**config.mk**
```make
export PLATFORM = sky130hd
export DESIGN_NAME = gzip_header_parser
export DESIGN_NICKNAME = d
export VERILOG_FILES = /design/src/hw/rtl/gzhp_pkg.sv /design/src/hw/rtl/gzip_header_parser.sv
export VERILOG_INCLUDE_DIRS = /design/src /design/src/hw/rtl
export SDC_FILE = /design/constraint.sdc
export NUM_CORES = 1
export LEC_CHECK = 0
export BUFFER_PORTS_ARGS = -buffer_cell sky130_fd_sc_hd__buf_4
export CORE_MARGIN = 2
export CORE_UTILIZATION = 48
export CTS_BUF_LIST = sky130_fd_sc_hd__clkbuf_8 sky130_fd_sc_hd__clkbuf_16
export DETAILED_ROUTE_END_ITERATION = 8
export PLACE_DENSITY = 0.7
export SYNTH_ARGS = -nofsm -noshare
export SYNTH_HDL_FRONTEND = slang
export SYNTH_SLANG_ARGS = --single-unit
```
**constraint.sdc**
```tcl
create_clock -name clk -period 9.1 [get_ports clk]
set_input_delay 1.365 -clock clk [delete_from_list [all_inputs] [get_ports clk]]
set_output_delay 1.365 -clock clk [all_outputs]
set_load 0.005 [all_outputs]
```
**src/hw/rtl/gzip_header_parser_defines.svh**
```systemverilog
// ----------------------------------------------------------------------------
// gzip header parser assertion macros
// check forms used by the header parser rtl, gzip_header_parser.sv
// ----------------------------------------------------------------------------
`ifndef GZIP_HEADER_PARSER_DEFINES_SVH
`define GZIP_HEADER_PARSER_DEFINES_SVH

// same-cycle implication, sampled on clk, off during rst
`define GZHP_ASSERT_NOW(label, clk, rst, ante, cons, msg) \
  label: assert property (@(posedge clk) disable iff (rst) (ante) |-> (cons)) \
    else $error(msg);

// next-cycle implication, sampled on clk, off during rst
`define GZHP_ASSERT_NEXT(label, clk, rst, ante, cons, msg) \
  label: assert property (@(posedge clk) disable iff (rst) (ante) |=> (cons)) \
    else $error(msg);

`endif

```
**src/hw/rtl/gzhp_pkg.sv**
```systemverilog
// ----------------------------------------------------------------------------
// gzhp_pkg
// types, codes and helpers for the gzip member header parser
// ----------------------------------------------------------------------------
`default_nettype none

package gzhp_pkg;

  // parse phases, all eight codes are in use
  typedef enum logic [2:0] {
    PH_FIXED     = 3'd0,
    PH_EXTRA_LEN = 3'd1,
    PH_EXTRA     = 3'd2,
    PH_NAME      = 3'd3,
    PH_COMMENT   = 3'd4,
    PH_HCRC      = 3'd5,
    PH_RUN       = 3'd6,
    PH_ERROR     = 3'd7
  } phase_t;

  // result status codes
  typedef enum logic [2:0] {
    ST_HEADER  = 3'd0,
    ST_PAYLOAD = 3'd1,
    ST_NOTGZ   = 3'd2,
    ST_METHOD  = 3'd3,
    ST_RESTART = 3'd4
  } status_t;

  // command codes
  localparam logic CMD_DATA    = 1'b0;
  localparam logic CMD_RESTART = 1'b1;

  // header constants
  localparam logic [7:0]  MAGIC0      = 8'h1f;
  localparam logic [7:0]  MAGIC1      = 8'h8b;
  localparam logic [7:0]  METHOD_DEFL = 8'd8;
  localparam int unsigned FIXED_LEN   = 10;
  localparam logic [15:0] FIXED_LAST  = 16'(FIXED_LEN - 1);

  // byte positions inside the fixed header
  localparam logic [15:0] POS_MAGIC0 = 16'd0;
  localparam logic [15:0] POS_MAGIC1 = 16'd1;
  localparam logic [15:0] POS_METHOD = 16'd2;
  localparam logic [15:0] POS_FLAGS  = 16'd3;

  // flag bits
  localparam logic [7:0] FL_HCRC    = 8'(1 << 1);
  localparam logic [7:0] FL_EXTRA   = 8'(1 << 2);
  localparam logic [7:0] FL_NAME    = 8'(1 << 3);
  localparam logic [7:0] FL_COMMENT = 8'(1 << 4);

  // first optional field still to come, searching from phase 'from'
  function automatic phase_t next_phase(input logic [7:0] flags, input phase_t from);
    phase_t ph;
    ph = PH_RUN;
    if (from <= PH_HCRC && (flags & FL_HCRC) != 8'd0) ph = PH_HCRC;
    if (from <= PH_COMMENT && (flags & FL_COMMENT) != 8'd0) ph = PH_COMMENT;
    if (from <= PH_NAME && (flags & FL_NAME) != 8'd0) ph = PH_NAME;
    if (from <= PH_EXTRA_LEN && (flags & FL_EXTRA) != 8'd0) ph = PH_EXTRA_LEN;
    return ph;
  endfunction

endpackage

`default_nettype wire

```
**src/hw/rtl/gzip_header_parser.sv**
```systemverilog
// ----------------------------------------------------------------------------
// gzip_header_parser
// strips the gzip member header from a byte stream and passes the
// compressed payload bytes on, reporting bad magic or method
// ----------------------------------------------------------------------------
//  channel | handshake          | payload
//  --------+--------------------+------------------------------------------
//  in      | in_valid/in_stall  | command, data_byte, stream_end
//  out     | out_valid/out_stall| status, payload_valid, payload_byte,
//          |                    | payload_last
//
// one item per cycle sustained while out_stall stays low; an item passes the
// input register, then the result register, with the parse state updated
// as it enters the result register.
// rst is synchronous and clears both stages and the parse state.
// a stalled result holds the result register; the input register then holds
// too and in_stall rises once it is full.
// ----------------------------------------------------------------------------
`default_nettype none

`include "gzip_header_parser_defines.svh"

module gzip_header_parser (
  input  wire logic       clk,
  input  wire logic       rst,
  input  wire logic       in_valid,
  output logic            in_stall,
  input  wire logic       command,
  input  wire logic [7:0] data_byte,
  input  wire logic       stream_end,
  output logic            out_valid,
  input  wire logic       out_stall,
  output logic [2:0]      status,
  output logic            payload_valid,
  output logic [7:0]      payload_byte,
  output logic            payload_last
);

  import gzhp_pkg::*;

  // input register
  logic       s1_valid;
  logic       s1_command;
  logic [7:0] s1_data;
  logic       s1_end;

  // parse state
  phase_t      phase;
  logic [15:0] byte_count;
  logic [7:0]  header_flags;
  logic [15:0] extra_length;
  logic        magic_bad;
  logic        method_bad;

  phase_t      phase_next;
  logic [15:0] byte_count_next;
  logic [7:0]  header_flags_next;
  logic [15:0] extra_length_next;
  logic        magic_bad_next;
  logic        method_bad_next;

  // result of the item in the input register
  status_t     res_status;
  logic        res_valid;
  logic [7:0]  res_byte;

  logic        adv;
  logic [15:0] count_inc;
  logic [15:0] extra_len_full;

  // pipeline moves whenever the result register is free or being taken
  assign adv      = !(out_valid && out_stall);
  assign in_stall = s1_valid && !adv;

  assign count_inc      = byte_count + 16'd1;
  assign extra_len_full = {s1_data, extra_length[7:0]};

  // input register
  always_ff @(posedge clk) begin
    if (rst) begin
      s1_valid <= 1'b0;
    end else if (!in_stall) begin
      s1_valid <= in_valid;
    end
    if (!in_stall && in_valid) begin
      s1_command <= command;
      s1_data    <= data_byte;
      s1_end     <= stream_end;
    end
  end

  // next parse state
  always_comb begin
    phase_next        = phase;
    byte_count_next   = byte_count;
    header_flags_next = header_flags;
    extra_length_next = extra_length;
    magic_bad_next    = magic_bad;
    method_bad_next   = method_bad;
    if (s1_command == CMD_RESTART) begin
      phase_next        = PH_FIXED;
      byte_count_next   = 16'd0;
      header_flags_next = 8'd0;
      extra_length_next = 16'd0;
      magic_bad_next    = 1'b0;
      method_bad_next   = 1'b0;
    end else begin
      unique case (phase)
        PH_FIXED: begin
          if (byte_count == POS_MAGIC0 && s1_data != MAGIC0) magic_bad_next = 1'b1;
          if (byte_count == POS_MAGIC1 && s1_data != MAGIC1) magic_bad_next = 1'b1;
          if (byte_count == POS_METHOD && s1_data != METHOD_DEFL) method_bad_next = 1'b1;
          if (byte_count == POS_FLAGS) header_flags_next = s1_data;
          if (byte_count >= FIXED_LAST) begin
            byte_count_next = 16'd0;
            if (magic_bad || method_bad) begin
              phase_next = PH_ERROR;
            end else begin
              phase_next = next_phase(header_flags, PH_EXTRA_LEN);
            end
          end else begin
            byte_count_next = count_inc;
          end
        end
        PH_EXTRA_LEN: begin
          if (byte_count == 16'd0) begin
            extra_length_next = {8'd0, s1_data};
            byte_count_next   = 16'd1;
          end else begin
            extra_length_next = extra_len_full;
            byte_count_next   = 16'd0;
            if (extra_len_full == 16'd0) begin
              phase_next = next_phase(header_flags, PH_NAME);
            end else begin
              phase_next = PH_EXTRA;
            end
          end
        end
        PH_EXTRA: begin
          if (count_inc >= extra_length) begin
            byte_count_next = 16'd0;
            phase_next      = next_phase(header_flags, PH_NAME);
          end else begin
            byte_count_next = count_inc;
          end
        end
        PH_NAME: begin
          if (s1_data == 8'd0) phase_next = next_phase(header_flags, PH_COMMENT);
        end
        PH_COMMENT: begin
          if (s1_data == 8'd0) phase_next = next_phase(header_flags, PH_HCRC);
        end
        PH_HCRC: begin
          if (byte_count == 16'd0) begin
            byte_count_next = 16'd1;
          end else begin
            byte_count_next = 16'd0;
            phase_next      = PH_RUN;
          end
        end
        PH_RUN: begin
          phase_next = PH_RUN;
        end
        PH_ERROR: begin
          phase_next = PH_ERROR;
        end
      endcase
    end
  end

  // result fields
  always_comb begin
    res_status = ST_HEADER;
    res_valid  = 1'b0;
    res_byte   = 8'd0;
    if (s1_command == CMD_RESTART) begin
      res_status = ST_RESTART;
    end else begin
      unique case (phase)
        PH_FIXED: begin
          if (byte_count >= FIXED_LAST) begin
            if (magic_bad) begin
              res_status = ST_NOTGZ;
            end else if (method_bad) begin
              res_status = ST_METHOD;
            end
          end
        end
        PH_RUN: begin
          res_status = ST_PAYLOAD;
          res_valid  = 1'b1;
          res_byte   = s1_data;
        end
        PH_ERROR: begin
          res_status = magic_bad ? ST_NOTGZ : ST_METHOD;
        end
        PH_EXTRA_LEN, PH_EXTRA, PH_NAME, PH_COMMENT, PH_HCRC: begin
          res_status = ST_HEADER;
        end
      endcase
    end
  end

  // parse state and result register
  always_ff @(posedge clk) begin
    if (rst) begin
      out_valid    <= 1'b0;
      phase        <= PH_FIXED;
      byte_count   <= 16'd0;
      header_flags <= 8'd0;
      extra_length <= 16'd0;
      magic_bad    <= 1'b0;
      method_bad   <= 1'b0;
    end else if (adv) begin
      out_valid <= s1_valid;
      if (s1_valid) begin
        phase        <= phase_next;
        byte_count   <= byte_count_next;
        header_flags <= header_flags_next;
        extra_length <= extra_length_next;
        magic_bad    <= magic_bad_next;
        method_bad   <= method_bad_next;
      end
    end
    if (adv && s1_valid) begin
      status        <= res_status;
      payload_valid <= res_valid;
      payload_byte  <= res_byte;
      payload_last  <= s1_end;
    end
  end

  // checks
  `GZHP_ASSERT_NOW(a_payload_status, clk, rst, out_valid && payload_valid, status == ST_PAYLOAD, "payload item without payload status")
  `GZHP_ASSERT_NOW(a_error_cause, clk, rst, phase == PH_ERROR, magic_bad || method_bad, "error phase without a latched cause")
  `GZHP_ASSERT_NOW(a_fixed_count, clk, rst, phase == PH_FIXED, byte_count <= FIXED_LAST, "fixed header count out of range")
  `GZHP_ASSERT_NOW(a_full_stall, clk, rst, s1_valid && out_valid && out_stall, in_stall, "input taken while both stages are held")
  `GZHP_ASSERT_NEXT(a_restart_clear, clk, rst, adv && s1_valid && s1_command == CMD_RESTART, phase == PH_FIXED && byte_count == 16'd0 && !magic_bad && !method_bad, "restart did not clear the parse state")

endmodule

`default_nettype wire
```
==> impl_metrics.py, run 1 <==
metrics = {
    "cells_and_area": {
        "finalNetCount": 466,
        "syn_to_final_growth_pct": 12.8,
        "layout_commonest_cell": "nand2_1",
        "final_cells": 535,
        "mostFrequentLayoutCells": "48 x nand2_1, 43 x dfxtp_1, 33 x nor2_1, 31 x buf_4, 23 x edfxtp_1",
        "drive_above_1_share": 0.144,
        "n_fill_cell": 642,
        "antennaDiodeCount": 0,
    },
    "detailed_routing": {
        "postRouteAntennaNets": 0,
        "vias_per_cell": 5.85,
        "drt-pass1-iter-count": 5,
        "drt_iter0_drc": 258,
        "drc_errors": 0,
        "routed_wl_um": 8910,
        "wl_per_cell_um": 16.7,
        "route.vias.total": 3128,
    },
    "worst_setup_path": {
        "crit_required_ps": 9330,
        "crit_slowest_cell": "or4_1",
        "cp-end-kind": "register",
        "crit_family": "simple AND/OR/NAND/NOR gates",
        "worstSetupPathType": "register to register",
        "slowest_delay_ps": 610,
        "critPathArrivalTime_ps": 4020,
        "cp_num_buf_inv": 1,
        "cp-start-kind": "register",
        "crit_chain": "ha_1 -> and2_1 -> nand4_1 -> or2_2 -> xnor2_1 -> ha_1 -> nand4_1 -> nor4_1 -> o31a_1 -> nor4_2 -> buf_4 -> or4_1 -> mux2i_1",
        "path_max_fanout": 16,
    },
    "outcome": {
        "status": "complete, no violations",
    },
    "clock_tree": {
        "postCtsSetupBuffers": 0,
        "post_cts_resized": 0,
        "cts_tree": "built",
        "path_clk_slew_ps": 80,
        "cts_buffer_depth": 2,
        "clock-sinks": 66,
        "cts_root_buffer": "clkbuf_8",
        "cts_buffers": 9,
        "h-tree-depth": 3,
        "insertion_delay_ps": 360,
        "cts.hold.buffers_added": 0,
    },
    "placed_design": {
        "gp_congestion": 0.918,
        "placed_cells": 519,
        "dp_hpwl_um": 6400,
        "port_buffers": 28,
        "dp_slack_ps": 5380,
    },
    "global_routing": {
        "antenna_found_initial": 0,
        "first_global_vias": 3021,
        "grtUsageTotal": 0.221,
        "grt_max_degree": 28,
        "grt_pass1_wl_um": 14600,
        "grt.overflow.total": 0,
    },
    "job": {
        "maxCapViolCount": 0,
    },
    "sta": {
        "hold_viol": 0,
        "tightest_slew_ps": 1130,
        "max_freq_mhz": 264,
        "rsz0062_at_grt": "false",
        "period_minus_slack_ps": 3790,
        "slew_violations": 0,
        "holdWs_ps": 424,
        "max-slew-margin-rel": 0.244,
        "finalCritPeriodShare": 0.416,
        "finalClockSkew_ps": 10.1,
        "setup_viol": 0,
        "tns_ps": 0,
        "fin_ws_ps": 5310,
    },
    "logic_synthesis": {
        "synth.distinct_cells": 51,
        "synthesis.area_mm2": 0.00365,
        "yosys_register_bits": 66,
        "ys.flop_type": "dfxtp_1",
        "synthesis.nets": 445,
        "synthCells": 410,
        "ys_async_sr_fraction": 0,
        "seq_area_frac_synth": 0.425,
        "synth_edf_count": 23,
        "synth_area_per_cell_um2": 8.91,
        "ys_warn_count": 0,
    },
    "power_and_ir_drop": {
        "power-per-cell-area_mw_per_mm2": 149,
        "leakagePower_nw": 1.57,
        "fin_total_pwr_uw": 612,
        "ir_drop_v": 0.0000839,
    },
    "die": {
        "rows": 31,
        "ioPinCount": 29,
        "initial_core_util": 0.498,
        "die_y_um": 91.2,
        "design.core.area_mm2": 0.00733,
        "die_x_um": 91.2,
        "dieArea_mm2": 0.00833,
    },
    "worst_hold_path": {
        "hp-class": "register to register",
    },
}
cell usage after synthesis (all sizes together) (9+ instances only):
cell type | count | area (um^2)
and3 | 13 | 81.3
nor4 | 9 | 81.3
clkbuf | 18 | 68.8
nand3 | 16 | 85.1
dfxtp | 43 | 861
edfxtp | 23 | 691
a22oi | 21 | 158
o21ai | 16 | 83.8
inv | 22 | 82.6
xnor2 | 9 | 78.8
a21oi | 20 | 100
nand2 | 48 | 180
nor2 | 34 | 130
ha | 21 | 263
nor2b | 19 | 119
sequential cells by signal, summed over array words and instances (netlist names):
signal / flops
header_flags: 4
method_bad: 1
phase: 3
payload_valid: 1
s1_data: 8
s1_end: 1
extra_length: 16
payload_last: 1
s1_valid: 1
byte_count: 16
payload_byte: 8
magic_bad: 1
s1_command: 1
status: 3
out_valid: 1
power by group:
group,switching [mW],leakage [nW],internal [mW]
clock network,0.126,0.100,0.129
logic,0.0222,0.913,0.0158
registers,0.00676,0.562,0.312
total,0.155,1.57,0.457
kinds of logic (layout without fill, tap and decap cells):
group | Yosys count | in the layout | share of synthesized area
flops | 66 | 66 | 0.425
simple gates | 175 | 175 | 0.250
xor+xnor | 12 | 12 | 0.0288
buf+inv | 43 | 69 | 0.0486
compound gates | 90 | 90 | 0.167
mux | 3 | 3 | 0.00822
fa+ha+maj | 21 | 21 | 0.0719
metal layers:
layer / vias up / global-route usage / part of all wire
met4: 0 / 0.0833 / 0.019
met3: 14 / 0.0373 / 0.052
met1: 1497 / 0.294 / 0.46
met2: 101 / 0.361 / 0.47
met5: - / 0 / 0
li1: 1516 / - / -
layout make-up:
cell class                      instances  area [um^2]  share of cell area
Clock buffer                            9          124              0.0301
Clock inverter                          7         77.6              0.0188
Inverter                               22         82.6              0.0200
Multi-Input combinational cell        301         1930               0.468
Sequential cell                        66         1550               0.377
Tap cell                               99          124              0.0301
Timing Repair Buffer                   31          233              0.0565
per-stage QoR:
stage | util | instance area (um^2)
after floorplan | - | 3650
after CTS | 0.562 | 4120
after global placement | 0.535 | 3920
after detailed placement | 0.535 | 3920
final | 0.562 | 4120
after global routing | 0.562 | 4120
final timing paths:
kind	start	to	slack, ps	cells past startpoint
worst min-delay path	s1_end	payload_last	420	0
worst max register to register	byte_count[0]	phase[0]	5310	13
worst max-delay path	byte_count[0]	phase[0]	5310	13
worst min register to register	s1_end	payload_last	420	0
(Power assumes the default switching activity.)
==> run 2: changes to the inputs <==
--- a/config.mk
+++ b/config.mk
@@ -11,7 +11,7 @@
 export CORE_UTILIZATION = 48
 export CTS_BUF_LIST = sky130_fd_sc_hd__clkbuf_8 sky130_fd_sc_hd__clkbuf_16
 export DETAILED_ROUTE_END_ITERATION = 8
-export PLACE_DENSITY = 0.7
+export PLACE_DENSITY = 0.73
 export SYNTH_ARGS = -nofsm -noshare
 export SYNTH_HDL_FRONTEND = slang
 export SYNTH_SLANG_ARGS = --single-unit
==> constraint.sdc (replaced) <==
create_clock -name clk -period 3.35 [get_ports clk]
set_input_delay 0.5025 -clock clk [delete_from_list [all_inputs] [get_ports clk]]
set_output_delay 0.5025 -clock clk [all_outputs]
set_load 0.005 [all_outputs]
==> run 2 against run 1 <==
Compared with the run above: total power grew to 2.7 times the previous value; count of clock-buffer cells in the layout stayed put; clock skew is 5.9 ps lower; via count is 0.13% higher; worst hold slack worse by 100 ps; design area is 4.0% higher; critical path type unchanged; sequential power grew to 2.7 times the previous value; die area stayed put; largest cell class unchanged; first-iteration DRC count is 32% lower.
==> impl_metrics.py, run 2 (synthesis results as in run 1) <==
metrics = {
    "global_routing": {
        "antenna_found_initial": 0,
        "grt_pass1_wl_um": 14400,
        "grt.overflow.total": 0,
        "grt_max_degree": 28,
        "grtUsageTotal": 0.215,
        "first_global_vias": 3143,
    },
    "worst_hold_path": {
        "min_delay_worst_endpoint": "s1_data[0]",
        "holdPathStages": 1,
        "min_from": "data_byte[0]",
        "hp-class": "input port to register",
    },
    "cells_and_area": {
        "finalNetCount": 483,
        "mostFrequentLayoutCells": "48 x nand2_1, 48 x buf_4, 40 x dfxtp_1, 32 x nor2_1, 23 x edfxtp_1",
        "drive_above_1_share": 0.196,
        "finish.utilization": 0.585,
        "syn_to_final_growth_pct": 17.3,
        "largestRegisters": "byte_count x16, extra_length x16",
        "antennaDiodeCount": 0,
    },
    "detailed_routing": {
        "routed_wl_um": 8630,
        "drt-pass1-iter-count": 6,
        "drc_errors": 0,
        "postRouteAntennaNets": 0,
        "route.vias.total": 3132,
        "drt_iter0_drc": 175,
        "wl_per_cell_um": 15.6,
        "vias_per_cell": 5.67,
    },
    "sta": {
        "hold_viol": 0,
        "max-slew-margin-rel": 0.140,
        "period_minus_slack_ps": 3100,
        "setup_viol": 0,
        "finalClockSkew_ps": 4.20,
        "finalCritPeriodShare": 0.926,
        "tightest_slew_ps": 1280,
        "slew_violations": 0,
        "max_freq_mhz": 322,
        "rsz0062_at_grt": "false",
        "tns_ps": 0,
    },
    "worst_setup_path": {
        "cp-end-kind": "register",
        "path_max_fanout": 4,
        "crit_required_ps": 3580,
        "r2r_end": "phase[0]",
        "rr_worst_depth": 12,
        "cp-start-kind": "register",
        "critPathArrivalTime_ps": 3330,
        "worstSetupPathType": "register to register",
        "rrSetupSlack_ps": 250,
        "r2r-start": "byte_count[0]",
    },
    "placed_design": {
        "dp_hpwl_um": 6310,
        "gp_congestion": 0.856,
        "port_buffers": 28,
    },
    "power_and_ir_drop": {
        "leakagePower_nw": 1.67,
        "power-per-cell-area_mw_per_mm2": 388,
        "ir_drop_v": 0.000262,
    },
    "clock_tree": {
        "cts_tree": "built",
        "cts_buffers": 9,
        "path_clk_slew_ps": 80,
        "clock-sinks": 66,
        "h-tree-depth": 3,
        "postCtsSetupBuffers": 0,
        "cts_buffer_depth": 2,
        "cts_root_buffer": "clkbuf_8",
        "insertion_delay_ps": 350,
    },
    "die": {
        "die_x_um": 91.2,
        "dieArea_mm2": 0.00833,
        "ioPinCount": 29,
        "design.core.area_mm2": 0.00733,
        "rows": 31,
        "initial_core_util": 0.498,
        "die_y_um": 91.2,
    },
    "outcome": {
        "status": "complete, no violations",
    },
    "job": {
        "maxCapViolCount": 0,
    },
}
-- run 2: layout make-up --
| cell class | instances | area [um^2] |
|---|---|---|
| fill | 632 | 3040 |
| multi-input combinational | 301 | 1960 |
| sequential | 66 | 1560 |
| timing repair buffer | 48 | 360 |
| clock buffer | 9 | 124 |
| tap | 99 | 124 |
| inverter | 22 | 82.6 |
| clock inverter | 7 | 77.6 |
-- run 2: report_power, final --
group	leakage, nW	total, mW	internal (mW)	switching, mW
combinational	1.01	0.111	0.0464	0.0648
sequential	0.563	0.861	0.848	0.0127
clock	0.100	0.690	0.350	0.340
-- run 2: metal layers --
| layer | track usage | up-vias | part of all wire |
|---|---|---|---|
| met3 | 0.0473 | 13 | 0.043 |
| met2 | 0.362 | 71 | 0.49 |
| li1 | - | 1552 | - |
| met4 | 0.0682 | 0 | 0.012 |
| met5 | 0 | - | 0 |
| met1 | 0.276 | 1496 | 0.45 |
-- run 2: worst max path at each step --
stage / depth (start not counted) / slack, ps / start / end
4_1_cts: 12 / 80 / byte_count[1] / phase[0]
3_5_place_dp: 12 / 110 / byte_count[1] / phase[0]
6_report: 12 / 250 / byte_count[0] / phase[0]
5_1_grt: 12 / 30 / byte_count[0] / phase[0]
2_1_floorplan: 12 / 110 / byte_count[0] / phase[0]
3_3_place_gp: 12 / 160 / byte_count[0] / phase[0]
-- run 2: timing repair --
action | in CTS | in global routing
setup endpoints to repair | 0 | 12
hold buffers | 0 | 0
resized for setup | 0 | 12
-- run 2: critical path, stage by stage (launching register included) --
cell	delay, ps
dfxtp_1	380
ha_1	180
and2_2	190
nand4_1	120
or2_2	350
xnor2_1	140
ha_1	300
nand4_1	140
nor4_2	250
o31a_1	190
nor4_2	50
or4_4	560
mux2i_1	130
-- run 2: stage by stage --
step	area, um^2	worst slack [ps]	hold slack (ps)	std cells	total power [mW]
2_1_floorplan	3650	109	400	410	0.939
3_3_place_gp	4050	162	404	536	0.985
3_5_place_dp	4050	113	407	536	0.989
4_1_cts	4250	76.4	311	552	1.67
5_1_grt	4290	28.6	307	552	1.71
6_report	4290	247	322	552	1.66
